===== config.mk =====
export PLATFORM = sky130hd
export DESIGN_NAME = sha1_hash_engine_core
export DESIGN_NICKNAME = d
export VERILOG_FILES = /design/src/sv/sha1_pkg.sv /design/src/sv/sha1_front.sv /design/src/sv/sha1_back.sv /design/src/sv/sha1_hash_engine_core.sv
export SDC_FILE = /design/constraint.sdc
export NUM_CORES = 2
export LEC_CHECK = 0
export ABC_AREA = 1
export BUFFER_PORTS_ARGS = -buffer_cell sky130_fd_sc_hd__buf_2
export CORE_MARGIN = 1
export CORE_UTILIZATION = 38
export DETAILED_ROUTE_END_ITERATION = 16
export PLACE_DENSITY = 0.52
export SLEW_MARGIN = 20
export SYNTH_ARGS = -nofsm -noshare
export SYNTH_HDL_FRONTEND = slang
export SYNTH_HIERARCHICAL = 1
export SYNTH_SLANG_ARGS = --single-unit

===== constraint.sdc =====
create_clock -name clock -period 28.2 [get_ports clock]
set_input_delay 2.82 -clock clock [delete_from_list [all_inputs] [get_ports clock]]
set_output_delay 2.82 -clock clock [all_outputs]
set_load 0.005 [all_outputs]

===== src/sv/sha1_pkg.sv =====
// shared types and constants for the sha-1 engine
package sha1_pkg;

   localparam int unsigned QueueDepth = 4;

   localparam logic [31:0] H0 = 32'h67452301;
   localparam logic [31:0] H1 = 32'hefcdab89;
   localparam logic [31:0] H2 = 32'h98badcfe;
   localparam logic [31:0] H3 = 32'h10325476;
   localparam logic [31:0] H4 = 32'hc3d2e1f0;
   localparam logic [31:0] K0 = 32'h5a827999;
   localparam logic [31:0] K1 = 32'h6ed9eba1;
   localparam logic [31:0] K2 = 32'h8f1bbcdc;
   localparam logic [31:0] K3 = 32'hca62c1d6;
   localparam logic [7:0]  PadByte = 8'h80;

   typedef enum logic {
      OP_ABSORB = 1'b0,
      OP_FINAL  = 1'b1
   } op_type;

   typedef struct packed {
      op_type     op;
      logic [7:0] data;
   } item_type;

   typedef enum logic [2:0] {
      ST_IDLE,
      ST_PAD,
      ST_LOAD,
      ST_ROUND,
      ST_ADD,
      ST_EMIT
   } state_type;

   function automatic logic [31:0] rol(input logic [31:0] x, input int unsigned n);
      rol = (x << n) | (x >> (32 - n));
   endfunction

endpackage


===== src/sv/sha1_front.sv =====
// input command queue between the request port and the compression engine
module sha1_front
   import sha1_pkg::*;
#(
   parameter int unsigned DEPTH = QueueDepth
) (
   input  logic     clock,
   input  logic     reset,
   input  logic     push,
   input  item_type push_item,
   output logic     full,
   input  logic     pop,
   output logic     not_empty,
   output item_type head_item
);
   localparam int unsigned AW = (DEPTH > 1) ? $clog2(DEPTH) : 1;

   item_type         mem_ff [DEPTH];
   logic [AW-1:0]    wr_ff, wr_in, rd_ff, rd_in;
   logic [AW:0]      cnt_ff, cnt_in;

   function automatic logic [AW-1:0] bump(input logic [AW-1:0] p);
      bump = (p == AW'(DEPTH - 1)) ? '0 : p + 1'b1;
   endfunction

   always_comb begin
      wr_in  = push ? bump(wr_ff) : wr_ff;
      rd_in  = pop ? bump(rd_ff) : rd_ff;
      cnt_in = cnt_ff + (AW+1)'(push) - (AW+1)'(pop);
   end

   always_ff @(posedge clock) begin
      if (reset) begin
         wr_ff  <= '0;
         rd_ff  <= '0;
         cnt_ff <= '0;
      end else begin
         wr_ff  <= wr_in;
         rd_ff  <= rd_in;
         cnt_ff <= cnt_in;
      end
      if (push) mem_ff[wr_ff] <= push_item;
   end

   assign full      = (cnt_ff == (AW+1)'(DEPTH));
   assign not_empty = (cnt_ff != '0);
   assign head_item = mem_ff[rd_ff];
endmodule


===== src/sv/sha1_back.sv =====
// block buffer, padding sequencer and iterative sha-1 round unit
module sha1_back
   import sha1_pkg::*;
(
   input  logic        clock,
   input  logic        reset,
   input  logic        item_valid,
   input  item_type    item,
   output logic        item_pop,
   output logic        idle,
   output logic        rsp_valid,
   output logic [31:0] rsp_digest_word,
   output logic [2:0]  rsp_word_index,
   output logic        rsp_last_word
);
   state_type    state_ff, state_in, state_q;
   logic [31:0]  buf_ff [16];
   logic [5:0]   fill_ff, fill_in;
   logic [60:0]  total_ff, total_in;
   logic [31:0]  h_ff [5];
   logic [31:0]  a_ff, b_ff, c_ff, d_ff, e_ff;
   logic [31:0]  w_ff [16];
   logic [6:0]   rnd_ff, rnd_in;
   logic         fin_ff, fin_in;
   logic         wr_en;
   logic [5:0]   wr_addr;
   logic [7:0]   wr_data;
   logic [2:0]   idx_ff, idx_in;
   logic [63:0]  bits;
   logic [31:0]  f, k, t, wn;
   logic         need_second;
   logic         bits_done_ff, bits_done_in;
   logic         len_ok_ff, len_ok_in;
   logic [7:0]   pad_data;

   assign bits = {total_ff, 3'b000};

   always_comb begin
      if (rnd_ff < 7'd20) begin
         f = (b_ff & c_ff) | (~b_ff & d_ff); k = K0;
      end else if (rnd_ff < 7'd40) begin
         f = b_ff ^ c_ff ^ d_ff; k = K1;
      end else if (rnd_ff < 7'd60) begin
         f = (b_ff & c_ff) | (b_ff & d_ff) | (c_ff & d_ff); k = K2;
      end else begin
         f = b_ff ^ c_ff ^ d_ff; k = K3;
      end
      t  = rol(a_ff, 5) + f + e_ff + k + w_ff[0];
      wn = rol(w_ff[13] ^ w_ff[8] ^ w_ff[2] ^ w_ff[0], 1);
   end

   always_comb begin
      state_in = state_ff;
      fill_in  = fill_ff;
      total_in = total_ff;
      rnd_in   = rnd_ff;
      fin_in   = fin_ff;
      idx_in   = idx_ff;
      item_pop = 1'b0;
      wr_en    = 1'b0;
      wr_addr  = fill_ff;
      wr_data  = item.data;
      unique case (state_ff)
         ST_IDLE: begin
            if (item_valid) begin
               item_pop = 1'b1;
               wr_en    = 1'b1;
               fin_in   = (item.op == OP_FINAL);
               if (item.op == OP_FINAL) wr_data = PadByte;
               else total_in = total_ff + 61'd1;
               fill_in = fill_ff + 6'd1;
               if (fill_ff == 6'd63) state_in = ST_LOAD;
               else if (item.op == OP_FINAL) state_in = ST_PAD;
            end
         end
         ST_PAD: begin
            wr_en = 1'b1;
            if (fill_ff >= 6'd56) wr_data = bits[{~fill_ff[2:0], 3'b000} +: 8];
            else wr_data = 8'h00;
            fill_in = fill_ff + 6'd1;
            if (fill_ff == 6'd63) state_in = ST_LOAD;
         end
         ST_LOAD: begin
            rnd_in = rnd_ff + 7'd1;
            if (rnd_ff == 7'd15) begin
               rnd_in = '0; state_in = ST_ROUND;
            end
         end
         ST_ROUND: begin
            rnd_in = rnd_ff + 7'd1;
            if (rnd_ff == 7'd79) begin
               rnd_in = '0; state_in = ST_ADD;
            end
         end
         ST_ADD: begin
            if (fin_ff) begin
               idx_in = '0; state_in = ST_EMIT;
            end else state_in = ST_IDLE;
         end
         ST_EMIT: begin
            idx_in = idx_ff + 3'd1;
            if (idx_ff == 3'd4) begin
               state_in = ST_IDLE; fin_in = 1'b0; idx_in = '0;
               fill_in = '0; total_in = '0;
            end
         end
         default: state_in = ST_IDLE;
      endcase
   end

   // a finalize without room for the length needs a second block
   assign need_second = fin_ff && (state_ff == ST_ADD) && !bits_done_ff;

   always_comb begin
      bits_done_in = bits_done_ff;
      if (state_ff == ST_IDLE) bits_done_in = 1'b0;
      if (state_ff == ST_PAD && fill_ff == 6'd63 && len_ok_ff) bits_done_in = 1'b1;
   end

   always_comb begin
      len_ok_in = len_ok_ff;
      if (state_ff == ST_IDLE && item_valid && item.op == OP_FINAL)
         len_ok_in = (fill_ff < 6'd56);
      else if (need_second) len_ok_in = 1'b1;
   end

   always_comb begin
      state_q = state_in;
      if (need_second) state_q = ST_PAD;
   end

   always_ff @(posedge clock) begin
      if (reset) begin
         state_ff    <= ST_IDLE;
         fill_ff     <= '0;
         total_ff    <= '0;
         rnd_ff      <= '0;
         fin_ff      <= 1'b0;
         idx_ff      <= '0;
         bits_done_ff <= 1'b0;
         len_ok_ff   <= 1'b0;
         h_ff[0] <= H0; h_ff[1] <= H1; h_ff[2] <= H2; h_ff[3] <= H3; h_ff[4] <= H4;
      end else begin
         state_ff    <= state_q;
         fill_ff     <= fill_in;
         total_ff    <= total_in;
         rnd_ff      <= rnd_in;
         fin_ff      <= fin_in;
         idx_ff      <= idx_in;
         bits_done_ff <= bits_done_in;
         len_ok_ff   <= len_ok_in;
         if (state_ff == ST_ADD) begin
            h_ff[0] <= h_ff[0] + a_ff; h_ff[1] <= h_ff[1] + b_ff;
            h_ff[2] <= h_ff[2] + c_ff; h_ff[3] <= h_ff[3] + d_ff;
            h_ff[4] <= h_ff[4] + e_ff;
         end
         if (state_ff == ST_EMIT && idx_ff == 3'd4) begin
            h_ff[0] <= H0; h_ff[1] <= H1; h_ff[2] <= H2; h_ff[3] <= H3; h_ff[4] <= H4;
         end
      end
   end

   always_comb begin
      pad_data = wr_data;
      if (state_ff == ST_PAD && !(len_ok_ff && fill_ff >= 6'd56)) pad_data = 8'h00;
   end

   always_ff @(posedge clock) begin
      if (wr_en) buf_ff[wr_addr[5:2]][{~wr_addr[1:0], 3'b000} +: 8] <= pad_data;
      if (state_ff == ST_LOAD) begin
         for (int i = 0; i < 15; i++) w_ff[i] <= w_ff[i+1];
         w_ff[15] <= buf_ff[rnd_ff[3:0]];
         a_ff <= h_ff[0]; b_ff <= h_ff[1]; c_ff <= h_ff[2];
         d_ff <= h_ff[3]; e_ff <= h_ff[4];
      end else if (state_ff == ST_ROUND) begin
         for (int i = 0; i < 15; i++) w_ff[i] <= w_ff[i+1];
         w_ff[15] <= wn;
         e_ff <= d_ff; d_ff <= c_ff; c_ff <= rol(b_ff, 30);
         b_ff <= a_ff; a_ff <= t;
      end
   end

   assign idle            = (state_ff == ST_IDLE);
   assign rsp_valid       = (state_ff == ST_EMIT);
   assign rsp_digest_word = h_ff[idx_ff];
   assign rsp_word_index  = idx_ff;
   assign rsp_last_word   = (idx_ff == 3'd4);
endmodule


===== src/sv/sha1_hash_engine_core.sv =====
// top level of the byte-serial sha-1 engine
// usage:
//   drive req_opcode/req_data_byte with start; the transfer happens when
//   start is high and busy is low. opcode 0 absorbs a byte, opcode 1 ends
//   the message and returns five digest words on rsp_ with rsp_valid high
//   for one cycle each, word 0 first, rsp_last_word on word 4.
// a small command queue in front lets bytes arrive while a block is being
// compressed; busy is high only while the queue is full.
// the back end writes each absorbed byte into the block buffer; every 64th
// byte starts the schedule load, 80 rounds and the chaining add in the
// single shared round unit, and no byte is taken until they are done.
// finalize runs the padding sweep plus one or two compressions and then
// returns the five result words.
// synchronous reset empties the queue and returns to the initial chaining
// value with an empty message. results cannot be held off by the receiver.
module sha1_hash_engine_core
   import sha1_pkg::*;
#(
   parameter int unsigned QUEUE_DEPTH = QueueDepth
) (
   input  logic        clock,
   input  logic        reset,
   input  logic        start,
   output logic        busy,
   input  logic        req_opcode,
   input  logic [7:0]  req_data_byte,
   output logic        rsp_valid,
   output logic [31:0] rsp_digest_word,
   output logic [2:0]  rsp_word_index,
   output logic        rsp_last_word
);
   item_type in_item, head;
   logic     full, not_empty, pop, idle, push;

   assign in_item = '{op: op_type'(req_opcode), data: req_data_byte};
   assign busy    = full;
   assign push    = start && !full;

   sha1_front #(.DEPTH(QUEUE_DEPTH)) u_front (
      .clock, .reset, .push, .push_item(in_item), .full,
      .pop, .not_empty, .head_item(head)
   );

   sha1_back u_back (
      .clock, .reset, .item_valid(not_empty), .item(head), .item_pop(pop), .idle,
      .rsp_valid, .rsp_digest_word, .rsp_word_index, .rsp_last_word
   );

   a_last_idx: assert property (@(posedge clock) disable iff (reset)
      rsp_valid && rsp_last_word |-> rsp_word_index == 3'd4) else $error("last flag");
   a_pop_idle: assert property (@(posedge clock) disable iff (reset)
      pop |-> idle && not_empty) else $error("pop outside idle");
   a_seq: assert property (@(posedge clock) disable iff (reset)
      rsp_valid && !rsp_last_word |=> rsp_valid) else $error("digest burst broken");
endmodule


# Yosys cells after proc, flatten, opt, wreduce, memory -nomap -nowiden
# Memories as Yosys holds them, arrays and structs flattened. A register that Yosys moved wholly into a read port is not among the register bits.
# Index checks and enable logic that the tools add are counted.
[word_totals]
output_inout_bits = 38
n_memories = 4
ram_bits = 1220
wordCells = 250
romBits = 0
latchBits = 0
ff_bits = 250
[classes]
mux = 105
multipliers = 0
n_div = 0
eq_ne = 26
magnitude_cmp = 5
n_bitwise = 44
n_shift = 3
n_reduce_logical = 28
addsub = 18
[mem_list]
columns = ["name", "words", "width", "read_ports", "rd_clocked_by_memory_dff", "wr", "line", "rtl"]
rows = [
  ["u_back.buf_ff", 16, 32, 1, 1, 1, "sha1_back.sv:17", "logic [31:0] buf_ff [16];"],
  ["u_back.w_ff", 16, 32, 16, 0, 16, "sha1_back.sv:22", "logic [31:0] w_ff [16];"],
  ["u_back.h_ff", 5, 32, 6, 1, 5, "sha1_back.sv:20", "logic [31:0] h_ff [5];"],
  ["u_front.mem_ff", 4, 9, 1, 1, 1, "sha1_front.sv:18", "item_type mem_ff [DEPTH];"],
]
[op_table]
columns = ["cell", "count"]
rows = [
  ["two-way mux 32 bit", 42],
  ["adder 32 bit", 9],
  ["two-way mux 61 bit", 3],
  ["bitwise XOR 32 bit", 5],
  ["bitwise AND 32 bit", 4],
  ["one-hot mux 61 bit (2 select lines)", 1],
  ["OR 32 bit", 3],
  ["variable part select 64 x 7 -> 8 bit", 1],
  ["adder 61 x 1 -> 61 bit, second input constant", 1],
  ["two-way mux 3 bit", 12],
  ["two-way mux 8 bit", 4],
  ["NOT 32 bit", 1],
  ["OR 32 x 1 -> 32 bit", 1],
  ["OR 32 x 30 -> 32 bit", 1],
  ["OR 32 x 5 -> 32 bit", 1],
  ["variable shift 8 x 7 -> 32 bit, first input constant", 1],
  ["variable part select 8 x 7 -> 32 bit", 1],
  ["two-way mux 31 bit", 1],
  ["OR 1 bit", 26],
  ["two-way mux 1 bit", 25],
  ["one-hot mux 3 bit (6 select lines)", 1],
  ["one-hot mux 6 bit (3 select lines)", 1],
  ["one-hot mux 8 bit (2 select lines)", 1],
  ["less-than comparator 7 x 6 -> 1 bit, second input constant", 2],
  ["other kinds (41)", 81],
]

# Longest topological paths before layout
[depth]
word_depth = 12
mapped_depth = 28

# Modules after synthesis
# The synthesis kept the hierarchy.
[by_module_without_submodules]
columns = ["module", "seq_area_each_um2", "area_each_um2", "cells_per_inst", "instances"]
rows = [
  ["sha1_back", 42160.4, 71985.3, 7063, 1],
  ["sha1_front", 1261.2, 1909.3, 164, 1],
  ["sha1_hash_engine_core", 0.0, 10.0, 2, 1],
]

# Worst setup path after synthesis
# No wires, ideal clock.
[synth_timing]
kind = "register to register"
from = "register u_back.state_ff[1]"
to = "register (tool-made name)"
path_stages_with_launch = 6
setup_slack_ns = 16.513
arrival_ns = 11.521
setup_ns = 0.166
required_ns = 28.034
cell_sequence = "dfxtp_1 nand2_1 inv_1 nand3_1 nand2_1 nor3_1"
[synth_rtl]
columns = ["item", "line", "rtl"]
rows = [
  ["from (decl)", "sha1_back.sv:16", "state_type state_ff, state_in, state_q;"],
  ["from (signal assigned)", "sha1_back.sv:144", "state_ff <= state_q;"],
]

# Worst setup path after layout
[layout_timing]
from = "register u_back.rnd_ff[3]"
to = "register u_back.a_ff[31] (data pin)"
[layout_between]
elab_chain_len = 10
word_cells_on_any_way = 15
[layout_lines]
columns = ["item", "line", "rtl"]
rows = [
  ["from (decl)", "sha1_back.sv:23", "logic [6:0] rnd_ff, rnd_in;"],
  ["from (signal assigned)", "sha1_back.sv:147", "rnd_ff <= rnd_in;"],
  ["less-than comparator 7 x 6 -> 1 bit", "sha1_back.sv:43", "end else if (rnd_ff < 7'd60) begin"],
  ["two-way mux 32 bit", "sha1_back.sv:43", ""],
  ["two-way mux 32 bit", "sha1_back.sv:41", "end else if (rnd_ff < 7'd40) begin"],
  ["two-way mux 32 bit", "sha1_back.sv:39", "if (rnd_ff < 7'd20) begin"],
  ["adder 32 bit (2 in series)", "sha1_back.sv:48", "t = rol(a_ff, 5) + f + e_ff + k + w_ff[0];"],
  ["adder 32 bit * (2 in series)", "sha1_back.sv:48", ""],
  ["two-way mux 32 bit *", "sha1_back.sv:175", "end else if (state_ff == ST_ROUND) begin"],
  ["two-way mux 32 bit *", "sha1_back.sv:170", "if (state_ff == ST_LOAD) begin"],
  ["to (signal assigned)", "sha1_back.sv:173", "a_ff <= h_ff[0]; b_ff <= h_ff[1]; c_ff <= h_ff[2];"],
  ["to (decl)", "sha1_back.sv:21", "logic [31:0] a_ff, b_ff, c_ff, d_ff, e_ff;"],
]
# Mark *: on every way between the ends. The rest lies on a longest branch, timed or not. The select of a mux whose other input is x is not followed.
# A chain may end at the register's enable or synchronous reset.

==> results.yml <==
sta:
  skew_ns: 0.05557
  setup_viol: 0
  post-route-min-period_ns: 6.440
  min_period_over_period_pct: 22.84
  slew_headroom_pct: 16.78
  slew_viol_final: 0
  hold_ws_ns: 0.3955
  fmax_mhz: 155.3
  hold_viol_final: 0
  rsz0062_at_grt: "false"
  tightest_slew_ns: 1.235
  worst_slack_ns: 21.76
  fin_setup_tns_ns: 0
finish:
  fin_nets: 7617
  areaGrowthSynthToFinish_pct: 11.20
  drive_gt1_share_pct: 5.726
  final_cell_area_mm2: 0.08218
  fin_cells: 9898
  final_util_pct: 42.63
  n_fill_cell: 18482
pwr:
  vdd_drop_max_mv: 0.06239
  p_seq_share_pct: 37.4
  power.internal_mw: 5.007
  sw_frac_of_total_pct: 39.41
  switching_power_mw: 3.256
  clkPwrFrac_pct: 26.2
  p_leak_nw: 29.70
  combPwrFrac_pct: 36.3
  p_per_area_mw_per_mm2: 100.6
  total_power_mw: 8.263
die:
  start_util_pct: 38.33
  io_pins: 50
  std_cell_rows: 161
  core_mm2: 0.1928
  die_w_um: 443.0
  fp.dieH_um: 443.0
  dieArea_mm2: 0.1962
critical_path:
  worstSetupStartpoint: "u_back/rnd_ff[3]"
  cp_slowest_cell: "nand3_2"
  r2r-start: "u_back/rnd_ff[3]"
  endpoint_kind: "flop"
  cp.arrival_ns: 6.97
  worstSetupPathType: "flop to flop"
  critPathRequiredTime_ns: 28.73
  crit_top_cell: "nand2_1"
  slowest_delay_ns: 0.77
  crit_chain: "nand2_1, inv_1, nand2_1, nand3_2, nand2_1, buf_4, o22ai_1, a21oi_1, fa_1, fa_1, inv_1, fa_1, inv_1, ha_1, a21oi_1, nand2_1, a21oi_1, nand2_1, a21oi_1, nand3_1, nand3_1, nand2_1"
  crit_fanout: 36
  start_kind: "flop"
routing:
  drt_iter0_markers: 5958
  wl_per_cell_um: 24.40
  viasPerCell: 5.485
  wl_met2_um: 106600
  drc: 0
  wl_um: 241500
  wl_met3_um: 17610
  firstDrtPassIters: 6
  vias: 54294
  wl_met1_um: 108000
  postRouteAntennaNets: 0
  routed.top_layer: "met5"
clock_network:
  cts_inserted_buffers: 164
  cts-root-buf: "clkbuf_16"
  postCtsSetupRepairBufs: 0
  clkLatencyLatePin_ns: 0.83
  clk_path_buf_depth: 3
  clkTransAtPathRegs_ns: 0.06
  cts.sinks: 1479
  ctsHoldBuffers: 0
  htree_levels: 4
  cts_tree: "yes"
  cts_resized: 0
synthesis:
  syn-mean-instance-area_um2: 10.22
  yosysWarnings: 6
  syn_area_mm2: 0.07390
  synthCells: 7228
  synth_nets: 7603
global_routing:
  grt_pass1_wl_um: 349200
  grt_util_all_layers_pct: 24.12
  grt_max_degree: 180
  grt_remaining_overflow: 0
  grt_pass1_vias: 51182
  antenna_found_initial: 4
outcome:
  status: "finished, final reports clean"
place:
  dp_hpwl_um: 171000
  port_buffers: 49
  dp_cells: 9602
  place_ws_ns: 21.53
  post_dp_cell_area_mm2: 0.07671
  gp_congestion: 0.9753
job:
  maxCapViolations: 0
worst_hold_path:
  hp-class: "flop to flop"
  worstHoldStart: "u_back/w_ff[0][36]"
==> area by class of cell <==
class                      count  area, um2  area share, %
sequential                  1479      43440          52.86
clock inverter                90       1064          1.294
inverter                     736       2790          3.395
clock buffer                 204       4355          5.300
tap                         2526       3161          3.846
timing repair buffer          98      641.9         0.7811
antenna                        2      5.005       0.006090
multi-input combinational   4763      26720          32.52
==> layout by cell type, fill, tap and decap left out, drive strengths merged, types with 33 or more instances in the layout <==
| cell | n |
|---|---|
| o211ai | 53 |
| nand3 | 271 |
| o221ai | 73 |
| a31oi | 58 |
| or2 | 33 |
| o21bai | 53 |
| nor3 | 78 |
| nand4 | 133 |
| o21ai | 688 |
| fa | 126 |
| a21oi | 502 |
| dfxtp | 99 |
| edfxtp | 1380 |
| clkbuf | 204 |
| ha | 237 |
| inv | 736 |
| xnor2 | 96 |
| clkinv | 72 |
| nand2 | 1266 |
| o22ai | 82 |
| nor2 | 859 |
| buf | 98 |
==> path summary, 6_finish.rpt <==
| path | end | slack [ns] | cells after the start |
|---|---|---|---|
| worst max-delay path | u_back/a_ff[31] | 21.76 | 22 |
| worst min-delay path | u_back/w_ff[0][4] | 0.40 | 0 |
| worst max register to register | u_back/a_ff[31] | 21.76 | 22 |
| worst min register to register | u_back/w_ff[0][4] | 0.40 | 0 |
==> per-layer routing <==
metal	vias up	global-route usage [%]
met5	-	0
met4	2	8.951
met3	368	4.390
met2	1948	36.49
met1	26715	34.39
li1	25261	-
==> flip-flops by register name, indices dropped and copies added, names as in the netlist, named ones only <==
register               count
u_back/fin_ff              1
u_back/w_ff              512
u_back/rnd_ff              7
u_back/b_ff               32
u_back/buf_ff            512
u_front/rd_ff              2
u_back/total_ff           61
u_back/e_ff               32
u_front/wr_ff              2
u_back/state_ff            3
u_back/bits_done_ff        1
u_back/d_ff               32
u_back/c_ff               32
u_back/h_ff              160
u_back/len_ok_ff           1
u_back/a_ff               32
u_back/fill_ff             6
u_front/cnt_ff             3
u_back/rsp_word_index      3
u_front/mem_ff            36
==> power groups by stage <==
| stage | Clock, mW | Sequential (mW) | Combinational, mW |
|---|---|---|---|
| 6_report | 2.17 | 3.09 | 3.00 |
| 3_3_place_gp | 0 | 3.13 | 2.96 |
| 5_1_grt | 2.31 | 3.11 | 3.35 |
| 3_5_place_dp | 0 | 3.13 | 2.96 |
| 4_1_cts | 2.22 | 3.09 | 2.98 |
| 2_1_floorplan | 0 | 3.09 | 2.05 |
==> critical path: cells and delay by family (launching register included) <==
kind                     cells  cell delay, ns
AO/OA/AOI/OAI                5            1.36
adder cells (fa/ha/maj)      4            1.98
buffers and inverters        4            0.66
flip-flops                   1            0.36
AND/OR/NAND/NOR              9            1.73
(Power assumes the default switching activity.)
